### src/rtl/assert_macros.svh
// Assertion macros used by the top-level RTL file
`ifndef ASSERT_MACROS_SVH
`define ASSERT_MACROS_SVH

// Same-cycle implication, sampled on i_clk, off while reset is active
`define ASSERT_IMP(label, ante, cons, msg) \
    label: assert property (@(posedge i_clk) disable iff (!i_rst_n) (ante) |-> (cons)) \
        else $error(msg);

// Next-cycle implication, sampled on i_clk, off while reset is active
`define ASSERT_NXT(label, ante, cons, msg) \
    label: assert property (@(posedge i_clk) disable iff (!i_rst_n) (ante) |=> (cons)) \
        else $error(msg);

`endif

### src/rtl/wemg_pkg.sv
// Types and constants shared by the maze generator modules
package wemg_pkg;

    localparam int DIM_W  = 7;
    localparam int DRAW_W = 16;
    localparam int KIND_W = 3;
    localparam int STAT_W = 2;
    localparam int CAND_W = 13;
    localparam int FUNC_W = 2;

    localparam logic [KIND_W-1:0] KIND_PATH  = 3'd0;
    localparam logic [KIND_W-1:0] KIND_WALL  = 3'd1;
    localparam logic [KIND_W-1:0] KIND_EXT   = 3'd2;
    localparam logic [KIND_W-1:0] KIND_START = 3'd3;
    localparam logic [KIND_W-1:0] KIND_GOAL  = 3'd4;

    localparam logic [STAT_W-1:0] STAT_GEN  = 2'd0;
    localparam logic [STAT_W-1:0] STAT_DONE = 2'd1;
    localparam logic [STAT_W-1:0] STAT_BAD  = 2'd2;
    localparam logic [STAT_W-1:0] STAT_IDLE = 2'd3;

    localparam logic [FUNC_W-1:0] FUNC_START = 2'd0;
    localparam logic [FUNC_W-1:0] FUNC_DRAW  = 2'd1;
    localparam logic [FUNC_W-1:0] FUNC_READ  = 2'd2;

    localparam logic [0:0] CFG_ROWS = 1'b0;
    localparam logic [0:0] CFG_COLS = 1'b1;

    localparam logic [1:0] DIR_LEFT  = 2'd0;
    localparam logic [1:0] DIR_RIGHT = 2'd1;
    localparam logic [1:0] DIR_UP    = 2'd2;
    localparam logic [1:0] DIR_DOWN  = 2'd3;

    localparam logic [DIM_W-1:0] DIM_RESET = 7'd11;
    localparam logic [DIM_W-1:0] DIM_MIN   = 7'd5;

    typedef enum logic [1:0] {
        PH_IDLE,
        PH_PICK,
        PH_EXTEND,
        PH_DONE
    } t_phase;

    typedef enum logic [4:0] {
        OP_NONE,
        OP_ACCEPT,
        OP_BADSIZE,
        OP_FILL_INIT,
        OP_FILL,
        OP_DIV_INIT,
        OP_DIV,
        OP_PRD1,
        OP_PRD2,
        OP_PRD3,
        OP_PCHK,
        OP_FSTART,
        OP_FGOAL,
        OP_XNEAR,
        OP_XFAR,
        OP_XDEC,
        OP_XFARW,
        OP_CM,
        OP_CME,
        OP_RDCELL,
        OP_RDCAP,
        OP_OUT
    } t_op;

    typedef enum logic [4:0] {
        ST_IDLE,
        ST_DECODE,
        ST_FILL,
        ST_DIV,
        ST_PRD1,
        ST_PRD2,
        ST_PRD3,
        ST_PCHK,
        ST_FCHK,
        ST_FSTART,
        ST_FGOAL,
        ST_XFAR,
        ST_XDEC,
        ST_XFARW,
        ST_CM,
        ST_CME,
        ST_RDCAP,
        ST_FIN
    } t_state;

    typedef struct packed {
        t_op op;
    } t_dp_cmd;

    typedef struct packed {
        logic [FUNC_W-1:0] func;
        t_phase            phase;
        logic              size_ok;
        logic              rd_ok;
        logic              dir_open;
        logic              div_last;
        logic              scan_last;
        logic              p_wall;
        logic              len_zero;
        logic              x_both;
        logic              x_close;
    } t_dp_stat;

endpackage

### src/rtl/wemg_ctrl.sv
// Sequencer for the maze generator: one item at a time, issues datapath ops
module wemg_ctrl import wemg_pkg::*; (
    input  logic     i_clk,
    input  logic     i_rst_n,
    input  logic     i_in_valid,
    output logic     o_in_ready,
    output logic     o_out_valid,
    input  logic     i_out_ready,
    output t_dp_cmd  o_cmd,
    input  t_dp_stat i_stat
);
    t_state r_state, n_state;
    logic   r_out_valid;
    t_op    op;

    always_ff @(posedge i_clk) begin
        if (!i_rst_n) begin
            r_state     <= ST_IDLE;
            r_out_valid <= 1'b0;
        end else begin
            r_state <= n_state;
            if (op == OP_OUT) begin
                r_out_valid <= 1'b1;
            end else if (i_out_ready) begin
                r_out_valid <= 1'b0;
            end
        end
    end

    always_comb begin
        n_state    = r_state;
        op         = OP_NONE;
        o_in_ready = 1'b0;
        case (r_state)
            ST_IDLE: begin
                o_in_ready = 1'b1;
                if (i_in_valid) begin
                    op      = OP_ACCEPT;
                    n_state = ST_DECODE;
                end
            end
            ST_DECODE: begin
                n_state = ST_FIN;
                case (i_stat.func)
                    FUNC_START: begin
                        if (i_stat.size_ok) begin
                            op      = OP_FILL_INIT;
                            n_state = ST_FILL;
                        end else begin
                            op = OP_BADSIZE;
                        end
                    end
                    FUNC_DRAW: begin
                        if (i_stat.phase == PH_PICK) begin
                            op      = OP_DIV_INIT;
                            n_state = ST_DIV;
                        end else if (i_stat.phase == PH_EXTEND && i_stat.dir_open) begin
                            op      = OP_XNEAR;
                            n_state = ST_XFAR;
                        end
                    end
                    FUNC_READ: begin
                        if (i_stat.rd_ok) begin
                            op      = OP_RDCELL;
                            n_state = ST_RDCAP;
                        end
                    end
                    default: n_state = ST_FIN;
                endcase
            end
            ST_FILL: begin
                op = OP_FILL;
                if (i_stat.scan_last) begin
                    n_state = ST_FIN;
                end
            end
            ST_DIV: begin
                op = OP_DIV;
                if (i_stat.div_last) begin
                    n_state = ST_PRD1;
                end
            end
            ST_PRD1: begin
                op      = OP_PRD1;
                n_state = ST_PRD2;
            end
            ST_PRD2: begin
                op      = OP_PRD2;
                n_state = ST_PRD3;
            end
            ST_PRD3: begin
                op      = OP_PRD3;
                n_state = ST_PCHK;
            end
            ST_PCHK: begin
                op      = OP_PCHK;
                n_state = i_stat.p_wall ? ST_FCHK : ST_FIN;
            end
            ST_FCHK: begin
                n_state = i_stat.len_zero ? ST_FSTART : ST_FIN;
            end
            ST_FSTART: begin
                op      = OP_FSTART;
                n_state = ST_FGOAL;
            end
            ST_FGOAL: begin
                op      = OP_FGOAL;
                n_state = ST_FIN;
            end
            ST_XFAR: begin
                op      = OP_XFAR;
                n_state = ST_XDEC;
            end
            ST_XDEC: begin
                op = OP_XDEC;
                if (i_stat.x_both) begin
                    n_state = ST_XFARW;
                end else if (i_stat.x_close) begin
                    n_state = ST_CM;
                end else begin
                    n_state = ST_FIN;
                end
            end
            ST_XFARW: begin
                op      = OP_XFARW;
                n_state = ST_FIN;
            end
            ST_CM: begin
                op = OP_CM;
                if (i_stat.scan_last) begin
                    n_state = ST_CME;
                end
            end
            ST_CME: begin
                op      = OP_CME;
                n_state = ST_FCHK;
            end
            ST_RDCAP: begin
                op      = OP_RDCAP;
                n_state = ST_FIN;
            end
            ST_FIN: begin
                if (!r_out_valid || i_out_ready) begin
                    op      = OP_OUT;
                    n_state = ST_IDLE;
                end
            end
            default: n_state = ST_IDLE;
        endcase
    end

    assign o_cmd.op    = op;
    assign o_out_valid = r_out_valid;
endmodule

### config.mk
export PLATFORM = sky130hd
export DESIGN_NAME = wemg_ctrl
export DESIGN_NICKNAME = d
export VERILOG_FILES = /design/src/rtl/assert_macros.svh /design/src/rtl/wemg_pkg.sv /design/src/rtl/wemg_ctrl.sv
export SDC_FILE = /design/constraint.sdc
export NUM_CORES = 1
export LEC_CHECK = 0
export BUFFER_PORTS_ARGS = -buffer_cell sky130_fd_sc_hd__buf_2
export CELL_PAD_IN_SITES_DETAIL_PLACEMENT = 2
export CELL_PAD_IN_SITES_GLOBAL_PLACEMENT = 2
export CORE_MARGIN = 1.5
export CORE_UTILIZATION = 25
export CTS_CLUSTER_DIAMETER = 60
export DETAILED_ROUTE_END_ITERATION = 6
export PLACE_DENSITY_LB_ADDON = 0.1
export SLEW_MARGIN = 40
export SYNTH_ARGS = -nofsm -noshare
export SYNTH_HDL_FRONTEND = slang
export SYNTH_SLANG_ARGS = --single-unit
### constraint.sdc
create_clock -name i_clk -period 1.25 [get_ports i_clk]
set_input_delay 0.125 -clock i_clk [delete_from_list [all_inputs] [get_ports i_clk]]
set_output_delay 0.125 -clock i_clk [all_outputs]
set_load 0.05 [all_outputs]
# After elaboration in Yosys (flattened, before gate mapping)
# Index checks and enable logic that the tools add are counted.
# W data, S select, Z words.
word_totals:
  latchBits: 0
  wordCells: 63
  ff_bits: 6
  memories: 0
  ram_bits: 0
  out_inout_bits: 7
  mem_bits_ro: 0
  inputBits: 17
op_classes:
  n_addsub: 0
  magnitude_cmp: 0
  shift: 0
  reduce_logical: 8
  n_bitwise: 0
  multipliers: 0
  div_mod_pow: 0
  mux: 26
  eq_ne: 27
op_table:
  columns: ["op", "n"]
  rows:
  - ["$pmux W5 S17", 1]
  - ["$pmux W5 S16", 1]
  - ["$mux W5", 14]
  - ["$eq A5 B4 Y1 const B", 8]
  - ["$pmux W5 S3", 2]
  - ["$eq A5 B3 Y1 const B", 4]
  - ["$eq A5 B5 Y1 const B", 3]
  - ["$eq A5 B2 Y1 const B", 2]
  - ["$ne A2 B2 Y1 const B", 5]
  - ["$mux W4", 2]
  - ["$mux W1", 6]
  - ["$eq A5 B1 Y1 const B", 1]
  - ["$logic_not A5 Y1", 1]
  - ["$reduce_and A5 Y1", 1]
  - ["$eq A2 B1 Y1 const B", 2]
  - ["$eq A2 B2 Y1 const B", 2]
  - ["$reduce_or A3 Y1", 1]
  - ["$logic_not A2 Y1", 1]
  - ["$reduce_bool A2 Y1", 1]
  - ["$logic_and A1 B1 Y1", 1]
  - ["$logic_not A1 Y1", 1]
  - ["$logic_or A1 B1 Y1", 1]

# Logic depth before layout (Yosys ltp)
# Gate-level depths: netlist of run 1.
logic_depth:
  ltp_word: 8
  mapped_depth: 6
  ltp_nobuf: 5

# Worst setup path before layout of run 1
# No wires, ideal clock.
synth_path:
  path_kind: "register to output"
  startpoint: "register r_state[4]"
  endpoint: "output o_cmd[4] (netlist name)"
  stages_incl_launch_ff: 4
  path_buffers: 2
  arrival_time_ns: 2.497
  slack_ns: -1.372
  t_required_ns: 1.125
  cell_sequence: "dfxtp_1 > buf_2 > buf_2 > o311ai_0"
synth_lines:
  columns: ["element", "line", "rtl"]
  rows:
  - ["start, declared", "wemg_ctrl.sv:12", "t_state r_state, n_state;"]
  - ["start signal, assigned", "wemg_ctrl.sv:21", "r_state <= n_state;"]
  - ["end, declared", "wemg_ctrl.sv:9", "output t_dp_cmd o_cmd,"]

# Worst setup path in the final report of run 1
layout_path:
  startpoint: "register r_state[1]"
  endpoint: "register r_state[3]"
layout_between:
  elab_chain_len: 3
  elab_cells_between_ends: 26
  cone_classes: "eq/ne (22); mux (1); reduce/logical (3)"
layout_rtl:
  columns: ["element", "line", "rtl"]
  rows:
  - ["$eq A5 B5 Y1 (tied with other cells)", "wemg_ctrl.sv:34", "case (r_state)"]
  - ["$reduce_or A3 Y1 (no source line) / $ne A2 B2 Y1 (equally long branches)", null, null]
  - ["$pmux W5 S16 / $reduce_and A5 Y1 (equally long branches)", null, null]
# Parallel ways exist; a longest one is shown, timed or not.
# A chain may end at the register's enable or synchronous reset.

==> results of run 1 <==
==> power breakdown <==
part / internal [mW] / switching [mW] / leakage (nW)
logic: 0.768 / 1.02 / 0.638
registers: 0.221 / 0.0710 / 0.0530
clock network: 0.123 / 0.128 / 0.0150
==> final cells by class <==
| type | count | share of cell area |
|---|---|---|
| tap | 44 | 0.0309 |
| multi-input combinational | 90 | 0.510 |
| inverter | 4 | 0.00842 |
| antenna | 1 | 0.00140 |
| clock buffer | 4 | 0.0147 |
| timing repair buffer | 76 | 0.356 |
| sequential | 6 | 0.0786 |
==> cell usage in the layout, fill, tap and decap left out, drive strengths merged, types with 2 or more instances in the layout <==
cell	Yosys	layout
buf	8	76
nor2	15	15
nand2	10	10
o21ai	7	7
dfxtp	6	6
nand2b	4	4
nand4	4	4
nand3	4	4
inv	4	4
clkbuf	0	4
nand3b	3	3
mux2i	3	3
a21oi	3	3
a31oi	3	3
o22ai	3	3
nand4b	2	2
or2b	2	2
nor3	2	2
a22oi	2	2
nor2b	2	2
o211ai	2	2
==> path summary, 6_finish.rpt <==
| kind | start | end | slack [ns] | cells after the start |
|---|---|---|---|---|
| setup reg to reg | r_state[1]$_SDFFE_PN0P_ | r_state[3]$_SDFFE_PN0P_ | -0.85 | 7 |
| hold / removal | i_rst_n | r_state[0]$_SDFFE_PN0P_ | 0.14 | 3 |
| setup / recovery | r_state[1]$_SDFFE_PN0P_ | r_state[3]$_SDFFE_PN0P_ | -0.85 | 7 |
| hold reg to reg | r_state[4]$_SDFFE_PN0P_ | r_state[2]$_SDFFE_PN0P_ | 0.68 | 2 |
==> state kept, by name, indices dropped and copies added (netlist names) <==
| name | cells |
|---|---|
| r_state | 5 |
| o_out_valid | 1 |
==> synthesized netlist by cell type (2+ instances only) <==
| cell | number | area [um2] |
|---|---|---|
| nand3_1 | 3 | 15.0 |
| a21oi_1 | 3 | 15.0 |
| nor2_1 | 11 | 41.3 |
| nand3b_1 | 3 | 22.5 |
| a31oi_1 | 3 | 18.8 |
| inv_1 | 3 | 11.3 |
| nand4_1 | 4 | 25.0 |
| buf_4 | 3 | 22.5 |
| nor2_2 | 2 | 12.5 |
| mux2i_1 | 3 | 30.0 |
| buf_2 | 2 | 10.0 |
| a22oi_1 | 2 | 15.0 |
| o21ai_1 | 2 | 10.0 |
| dfxtp_1 | 6 | 120 |
| nand2_2 | 2 | 12.5 |
| nand4b_1 | 2 | 17.5 |
| nand2b_1 | 4 | 25.0 |
| o22ai_1 | 3 | 18.8 |
| nor3_1 | 2 | 10.0 |
| nand2_1 | 8 | 30.0 |
| o21ai_0 | 5 | 25.0 |
| buf_6 | 3 | 33.8 |
| nor2b_1 | 2 | 12.5 |
| or2b_1 | 2 | 15.0 |
==> repair_timing <==
action | CTS | global route
gates resized for setup | 45 | 33
buffers inserted | 6 | 14
endpoints found under the setup margin | 12 | 12
endpoints found under the hold margin | 0 | 0
pin swaps | 10 | 18
==> tightest hold or removal path, cell delays in order <==
cell	delay [ns]
buf_2	0.09
nand4_1	0.09
o31ai_1	0.10
==> stage by stage <==
stage                      util  std cells
final                     0.579        225
after global routing      0.579        225
after CTS                 0.496        211
after detailed placement  0.419        202
after global placement    0.419        202
after floorplan               -        108
==> cells by family (layout without fill, tap and decap cells) <==
family	Yosys count	after routing
xor gates and xnor gates	2	2
and+or+nand+nor	54	54
other	0	1
DFF	6	6
buffers and inverters	12	84
AOI/OAI and AO/OA	30	30
muxes	4	4
==> layer usage <==
layer,vias to the layer above,global-route usage,wire (um)
li1,553,-,-
met1,638,0.331,2550
met3,17,0.0216,372
met2,59,0.506,3400
met4,0,0.0825,206
met5,-,0,0
==> run summary, run 1 <==
CP max-delay cell: nor4b_1
Buffers on Ports: 23
Minimum clock period: 2.10 ns
DRC Markers: 0
Violated checks: negative setup slack
Crit share post-route: 1.68
Die height: 60.0 um
WL/cell: 29.0 um
CP required: 1.42 ns
Global-route wire length before repair: 6910 um
Crit Path Class: register to register
Reg clk slew, reported paths: 0.09 ns
Cells after synthesis: 108
Post-route cell area: 1780 um2
Estimated wirelength of the detail-placed design: 3160 um
Worst-path cell chain: buf_12, buf_8, buf_4, nand2b_1, nor4b_1, nor2_1, a31oi_4
Largest net degree at the start of global routing: 14
Multi-input gate area: 910 um2
Worst slew pin tran: 0.619 ns
Total negative slack: -5.92 ns
Vias in the first global route: 1243
Slowest stage delay, CP: 0.54 ns
Total CTS buffers: 3
Crit path max-delay family: simple AND/OR/NAND/NOR gates
RSZ-0062 raised after global routing: true
P&R area growth vs syn: 119%
RD Place Congestion: 0.815
Proportion of layout cells with a drive suffix above 1: 0.706
Worst Path Arrival: 2.27 ns
H-tree levels: 1
CP Buf/Inv Count: 3
Cts hold-fix bufs: 0
Syn avg cell area: 7.53 um2
Synth Area in XOR/XNOR: 0.0215
DRT antenna net count: 0
Drt pass-1 iters: 4
Yosys warning count: 0
Initial DRC count: 53
Clock Skews: 0.0278 ns
All-Layer GR Usage: 0.274
Syn_nets: 125
Total global routing overflow: 0
Async SR Flop Fraction: 0
Worst hold margin: 0.145 ns
Crit end category: register
Register bit total from synthesis: 6
CTS tree: built
Antenna violations before repair: 1
Worst-Skew Late Latency: 0.29 ns
Adder-cell area share of the yosys netlist: 0
Routed via count: 1267
Final setup vio count: 12
Maximum VDD drop: 0.595 mV
Final worst slack: -0.854 ns
Post-Synth Simple-Gate Area: 0.422
Die area: 3600 um2
Slew Viols, Final: 0
Number of nets in the layout: 198
Root Buffer: clkbuf_4
Hold Vio Cnt, Final: 0
Initial Util: 0.264
HP Class: input port to register
Max-Cap Viols: 0
Final Power: 2.33 mW
Detailed Route WL: 6530 um
Proportion of synthesized area in mux cells: 0.0508
Vias per cell: 5.63
Rows: 20
Fmax: 475 MHz
Worst-path fanout max: 4
Filler cell count: 311
I/O pin count: 24
PwrDens: 1310 nW/um2
CP startpoint kind: register
Pre-CTS setup slack: -0.433 ns
Mapped Area: 813 um2
Outcome: finished with violations
Main combinational cell family by area after synthesis: simple AND/OR/NAND/NOR gates
CTS sink count: 6
Post-placement cell area: 1290 um2
Post-synth EDFFs: 0
Synth cell types: 49
Ys flop type: dfxtp_1
Synth Area in Compound Gates: 0.258
FF+latch area: 140 um2
Relative max-transition margin: 0.581
Lkg Pwr: 0.706 nW
Core ar.: 3080 um2
Register area share after synthesis: 0.148
Die width: 60.0 um
Largest buffer count on any clock path: 2
Power figures use the tool's default switching activity.
==> run 2: changes to the inputs <==
--- a/config.mk
+++ b/config.mk
@@ -13,6 +13,7 @@
 export CTS_CLUSTER_DIAMETER = 60
 export DETAILED_ROUTE_END_ITERATION = 6
 export PLACE_DENSITY_LB_ADDON = 0.1
+export RECOVER_POWER = 50
 export SLEW_MARGIN = 40
 export SYNTH_ARGS = -nofsm -noshare
 export SYNTH_HDL_FRONTEND = slang
==> run 2 against run 1 <==
The flow still finishes with violations (negative setup slack). Routed wire length increased by 0.15%. Combinational power about the same. Critical endpoint unchanged. Critical path type unchanged. Fmax decreased by 1.9%.
==> run summary, run 2 (synthesis gave the netlist of run 1 again) <==
Hold path startpoint: i_rst_n
DRC Markers: 0 (unchanged)
Worst Path Arrival: 2.32 ns (+0.05 ns)
Routed via count: 1271 (+0.32%)
Vias in the first global route: 1243 (unchanged)
Rows: 20 (unchanged)
Fmax: 466 MHz (-1.9%)
Core ar.: 3080 um2 (unchanged)
Clock Skews: 0.0274 ns (-0.000445 ns)
Reg with most FFs: r_state
Die height: 60.0 um (unchanged)
H-tree levels: 1 (unchanged)
Worst-path fanout max: 4 (unchanged)
Final setup vio count: 12 (unchanged)
Commonest non-fill, non-tap cell in the layout: buf_4
Clk pwr share: 0.109 (about the same)
Estimated wirelength of the detail-placed design: 3160 um (unchanged)
Drt pass-1 iters: 4 (unchanged)
Violated checks: negative setup slack
Vias per cell: 5.65 (+0.32%)
Global-route wire length before repair: 6910 um (unchanged)
WL/cell: 29.1 um (+0.15%)
Die width: 60.0 um (unchanged)
RD Place Congestion: 0.815 (unchanged)
Seq pwr share: 0.123 (-0.002)
P&R area growth vs syn: 119% (unchanged)
Hold Vio Cnt, Final: 0 (unchanged)
CP max-delay cell: nor4b_1
NetSw: 1.22 mW (+0.15%)
Crit Path Class: register to register
CTS sink count: 6 (unchanged)
Root Buffer: clkbuf_4
Most frequent cells in the layout: buf_4 (36), buf_6 (19), buf_2 (16)
Initial Util: 0.264 (unchanged)
Max-Cap Viols: 0 (unchanged)
Number of flip-flops in the largest register: 5 (unchanged)
Outcome: finished with violations
I/O pin count: 24 (unchanged)
Hold path cells: 3 (unchanged)
Initial DRC count: 69 (+30%)
CP startpoint kind: register
Slowest stage delay, CP: 0.57 ns (+0.03 ns)
Lkg Pwr: 0.705 nW (-0.13%)
Worst-path cell chain: buf_12, buf_8, buf_4, nand2b_1, nor4b_1, nor2_1, a31oi_4
RSZ-0062 raised after global routing: true
Cts hold-fix bufs: 0 (unchanged)
Antenna violations before repair: 1 (unchanged)
Worst slew pin tran: 0.660 ns (+0.0412 ns)
Worst-Skew Late Latency: 0.29 ns (about the same)
Maximum VDD drop: 0.588 mV (-1.1%)
Minimum clock period: 2.14 ns (+0.0399 ns)
Net Sw Frac: 0.523 (about the same)
Filler cell count: 311 (unchanged)
Final worst slack: -0.894 ns (-0.0399 ns)
Worst hold margin: 0.152 ns (+0.00718 ns)
PwrDens: 1310 nW/um2 (about the same)
HP Class: input port to register
Final Core Density: 0.579 (unchanged)
Number of nets in the layout: 198 (unchanged)
Worst Setup SP: r_state[1]$_SDFFE_PN0P_
Largest net degree at the start of global routing: 14 (unchanged)
Buffers on Ports: 23 (unchanged)
Total global routing overflow: 0 (unchanged)
CP required: 1.42 ns (about the same)
Crit share post-route: 1.72 (+0.0319)
Slew Viols, Final: 0 (unchanged)
Proportion of layout cells with a drive suffix above 1: 0.706 (unchanged)
Depth of the most critical reg-to-reg path: 7 (unchanged)
Logic pwr share: 0.768 (about the same)
Detailed Route WL: 6540 um (+0.15%)
R2R Path Start: r_state[1]$_SDFFE_PN0P_
DRT antenna net count: 0 (unchanged)
Total negative slack: -5.99 ns (-0.0681 ns)
Relative max-transition margin: 0.553 (-0.0278)
Crit end category: register
All-Layer GR Usage: 0.274 (unchanged)
Internal power: 1.11 mW (about the same)
Final Power: 2.33 mW (about the same)
Reg clk slew, reported paths: 0.09 ns (about the same)
Largest buffer count on any clock path: 2 (unchanged)
Die area: 3600 um2 (unchanged)
CTS tree: built
Total CTS buffers: 3 (unchanged)
## run 2: changes by cell type in the layout (fill, tap and decap cells not counted), sizes merged
cell    delta
buf        -1
clkbuf     +1
## run 2: path summary, 6_finish.rpt
check,slack (ns),endpoint
worst max-delay path,-0.89,r_state[3]$_SDFFE_PN0P_
worst min-delay path,0.15,r_state[0]$_SDFFE_PN0P_
worst max register to register,-0.89,r_state[3]$_SDFFE_PN0P_
worst min register to register,0.67,r_state[2]$_SDFFE_PN0P_
## run 2: layer usage
layer  routed length [um]  track usage
met1                 2610        0.331
met2                 3350        0.506
met3                  323       0.0216
met4                  259       0.0825
met5                    0            0
## run 2: power by group through the flow
stage          registers (mW)  logic, mW  clock network (mW)
2_1_floorplan           0.258      0.844                   0
3_3_place_gp            0.287       1.15                   0
3_5_place_dp            0.287       1.18                   0
4_1_cts                 0.272       1.45               0.225
5_1_grt                 0.291       1.84               0.265
6_report                0.288       1.79               0.254
## run 2: worst max-delay path: cells and delay by family, from the launching register on
kind | cells | cell delay [ns]
buf+inv | 3 | 0.36
compound gates | 1 | 0.27
simple gates | 3 | 0.99
flops | 1 | 0.40
## run 2: cell type report
| cell class | instances | area, um2 | area share |
|---|---|---|---|
| multi-input combinational | 90 | 910 | 0.510 |
| clock buffer | 4 | 26.3 | 0.0147 |
| antenna | 1 | 2.50 | 0.00140 |
| inverter | 4 | 15.0 | 0.00842 |
| timing repair buffer | 76 | 634 | 0.356 |
| tap | 44 | 55.1 | 0.0309 |
| sequential | 6 | 140 | 0.0786 |
## run 2: timing repair
item | in CTS | in global routing
gates resized for setup | 45 | 33
pin swaps | 10 | 18
setup buffers | 6 | 14
setup endpoints to repair | 12 | 12
cloned | 0 | 0
## run 2: through the flow
stage	instance area [um2]	worst slack [ns]	std cells
floorplan	946	-0.157	108
global placement	1290	-0.379	202
detailed placement	1290	-0.433	202
CTS	1530	-0.547	211
global route	1780	-0.901	225
finish	1780	-0.894	225
==> run 3: changes to the inputs <==
--- a/config.mk
+++ b/config.mk
@@ -9,7 +9,8 @@
 export CELL_PAD_IN_SITES_DETAIL_PLACEMENT = 2
 export CELL_PAD_IN_SITES_GLOBAL_PLACEMENT = 2
 export CORE_MARGIN = 1.5
-export CORE_UTILIZATION = 25
+export CORE_UTILIZATION = 29
+export CTS_BUF_LIST = sky130_fd_sc_hd__clkbuf_4
 export CTS_CLUSTER_DIAMETER = 60
 export DETAILED_ROUTE_END_ITERATION = 6
 export PLACE_DENSITY_LB_ADDON = 0.1
==> constraint.sdc (replaced) <==
create_clock -name i_clk -period 2.4 [get_ports i_clk]
set_input_delay 0.24 -clock i_clk [delete_from_list [all_inputs] [get_ports i_clk]]
set_output_delay 0.24 -clock i_clk [all_outputs]
set_load 0.05 [all_outputs]
==> run 3 against run 2 <==
The run now ends clean. Cell area down 47%. Sequential cell count did not move. Critical path depth down 1. Critical endpoint is now o_cmd[4].
==> run summary, run 3 (synthesis gave the netlist of run 1 again) <==
Proportion of layout cells with a drive suffix above 1: 0.285 (-0.421)
Commonest non-fill, non-tap cell in the layout: buf_2
Final setup vio count: 0 (-12)
Reg with most FFs: r_state
Worst-Skew Late Latency: 0.26 ns (-0.03 ns)
Final worst slack: 0.239 ns (+1.13 ns)
Die width: 56.0 um (-6.8%)
Number of flip-flops in the largest register: 5 (unchanged)
Pre-CTS setup slack: 0.494 ns (+0.926 ns)
Net Sw Frac: 0.558 (+0.0348)
Relative max-transition margin: 0.609 (+0.0559)
CP startpoint kind: register
Antenna violations before repair: 0 (-1)
CTS tree: built
Worst-path fanout max: 12 (+8)
DRC Markers: 0 (unchanged)
Estimated wirelength of the detail-placed design: 2320 um (-27%)
CTS sink count: 6 (unchanged)
Reg clk slew, reported paths: 0.06 ns (-0.03 ns)
HP Class: input port to register
Global-route wire length before repair: 4680 um (-32%)
All-Layer GR Usage: 0.193 (-0.0805)
Rows: 19 (-5.0%)
Total negative slack: 0 ns (+5.99 ns)
R2R Path Start: r_state[0]$_SDFFE_PN0P_
Internal power: 0.300 mW (-73%)
H-tree levels: 1 (unchanged)
Detailed Route WL: 2870 um (-56%)
Drt pass-1 iters: 4 (unchanged)
Logic pwr share: 0.627 (-0.141)
Largest buffer count on any clock path: 2 (unchanged)
Total CTS buffers: 3 (unchanged)
Slowest stage delay, CP: 0.66 ns (+0.09 ns)
Buffers on Ports: 23 (unchanged)
Root Buffer: clkbuf_4
RSZ-0062 raised after global routing: false
Vias per cell: 5.72 (+1.3%)
Die area: 3130 um2 (-13%)
Total global routing overflow: 0 (unchanged)
Die height: 56.0 um (-6.8%)
Core ar.: 2710 um2 (-12%)
DRT antenna net count: 0 (unchanged)
Crit share post-route: 0.900
Setup bufs post-CTS: 0 (-6)
Clk pwr share: 0.152 (+0.043)
Reg-to-Reg End: r_state[4]$_SDFFE_PN0P_
Max-Cap Viols: 0 (unchanged)
Number of nets in the layout: 149 (-25%)
WL/cell: 17.8 um (-39%)
Worst-path cell chain: nor2_8, nand3_4, nor2_1, a32oi_1, o311ai_1, buf_2
Worst Setup SP: r_state[2]$_SDFFE_PN0P_
RD Place Congestion: 0.858 (+5.3%)
Initial DRC count: 19 (-72%)
Post-CTS sizing: 0 (-100%)
Clock Skews: 0.00514 ns (-0.0222 ns)
Vias in the first global route: 990 (-20%)
Routed via count: 921 (-28%)
PwrDens: 717 nW/um2 (-45%)
Worst slew pin tran: 0.588 ns (-0.0720 ns)
Crit Path Class: register to output port
Depth of the most critical reg-to-reg path: 6 (-1)
Initial Util: 0.300 (+0.0359)
Minimum clock period: 2.16 ns
P&R area growth vs syn: 16.5%
Fmax: 463 MHz
R2r setup slk: 0.43 ns (+1.32 ns)
Cts hold-fix bufs: 0 (unchanged)
Seq pwr share: 0.221 (+0.098)
Most frequent cells in the layout: buf_2 (21), nor2_1 (11), nand2_1 (8)
Final Core Density: 0.349 (-0.230)
Outcome: complete, no violations
NetSw: 0.379 mW (-69%)
Post-route cell area: 947 um2 (-47%)
Slew Viols, Final: 0 (unchanged)
CP required: 2.16 ns (+0.74 ns)
Maximum VDD drop: 0.318 mV (-46%)
Lkg Pwr: 0.360 nW (-49%)
Worst Path Arrival: 1.92 ns (-0.40 ns)
Post-placement cell area: 931 um2 (-28%)
Antenna cells: 0 (-1)
CP max-delay cell: dfxtp_1
Hold Vio Cnt, Final: 0 (unchanged)
Crit end category: output port
Largest net degree at the start of global routing: 20 (+6)
I/O pin count: 24 (unchanged)
Worst Setup EP: o_cmd[4]
==> run 3: routing by layer <==
metal,up-vias,share of wire,global-route usage
li1,455,-,-
met1,446,0.45,0.245
met2,18,0.52,0.340
met3,2,0.029,0.0372
met4,0,0.0084,0.0408
met5,-,0,0
==> run 3: cell type report <==
class	count	area, um2
clock buffers	3	22.5
fillers	334	1760
inverters	4	15.0
multi-input cells	90	612
flip-flops and latches	6	120
well taps	31	38.8
repair buffers	27	139
==> run 3: through the flow <==
step / hold slack (ns) / cells / total power, mW
after floorplan: 0.398 / 108 / 0.494
after global placement: 0.526 / 158 / 0.580
after detailed placement: 0.533 / 158 / 0.588
after CTS: 0.271 / 161 / 0.694
after global routing: 0.323 / 161 / 0.727
final: 0.268 / 161 / 0.679
==> run 3: power by group through the flow <==
stage,sequential (mW),clock [mW],combinational [mW]
floorplan,0.128,0,0.365
global placement,0.152,0,0.428
detailed placement,0.152,0,0.435
CTS,0.150,0.108,0.437
global route,0.154,0.111,0.462
finish,0.150,0.103,0.426
==> run 3: worst max-delay path: cells and delay by family, from the launching register on <==
| kind | cells | cell delay, ns |
|---|---|---|
| and+or+nand+nor | 3 | 0.31 |
| buffers and inverters | 1 | 0.23 |
| AOI/OAI and AO/OA | 2 | 0.45 |
| DFF | 1 | 0.66 |
==> run 3: worst min-delay path by stage <==
stage,from,end,cells after the start
floorplan,i_rst_n,r_state[0]$_SDFFE_PN0P_,2
global placement,i_rst_n,r_state[0]$_SDFFE_PN0P_,3
detailed placement,i_rst_n,r_state[0]$_SDFFE_PN0P_,3
CTS,i_rst_n,r_state[0]$_SDFFE_PN0P_,3
global route,i_rst_n,r_state[0]$_SDFFE_PN0P_,3
finish,i_rst_n,r_state[0]$_SDFFE_PN0P_,3
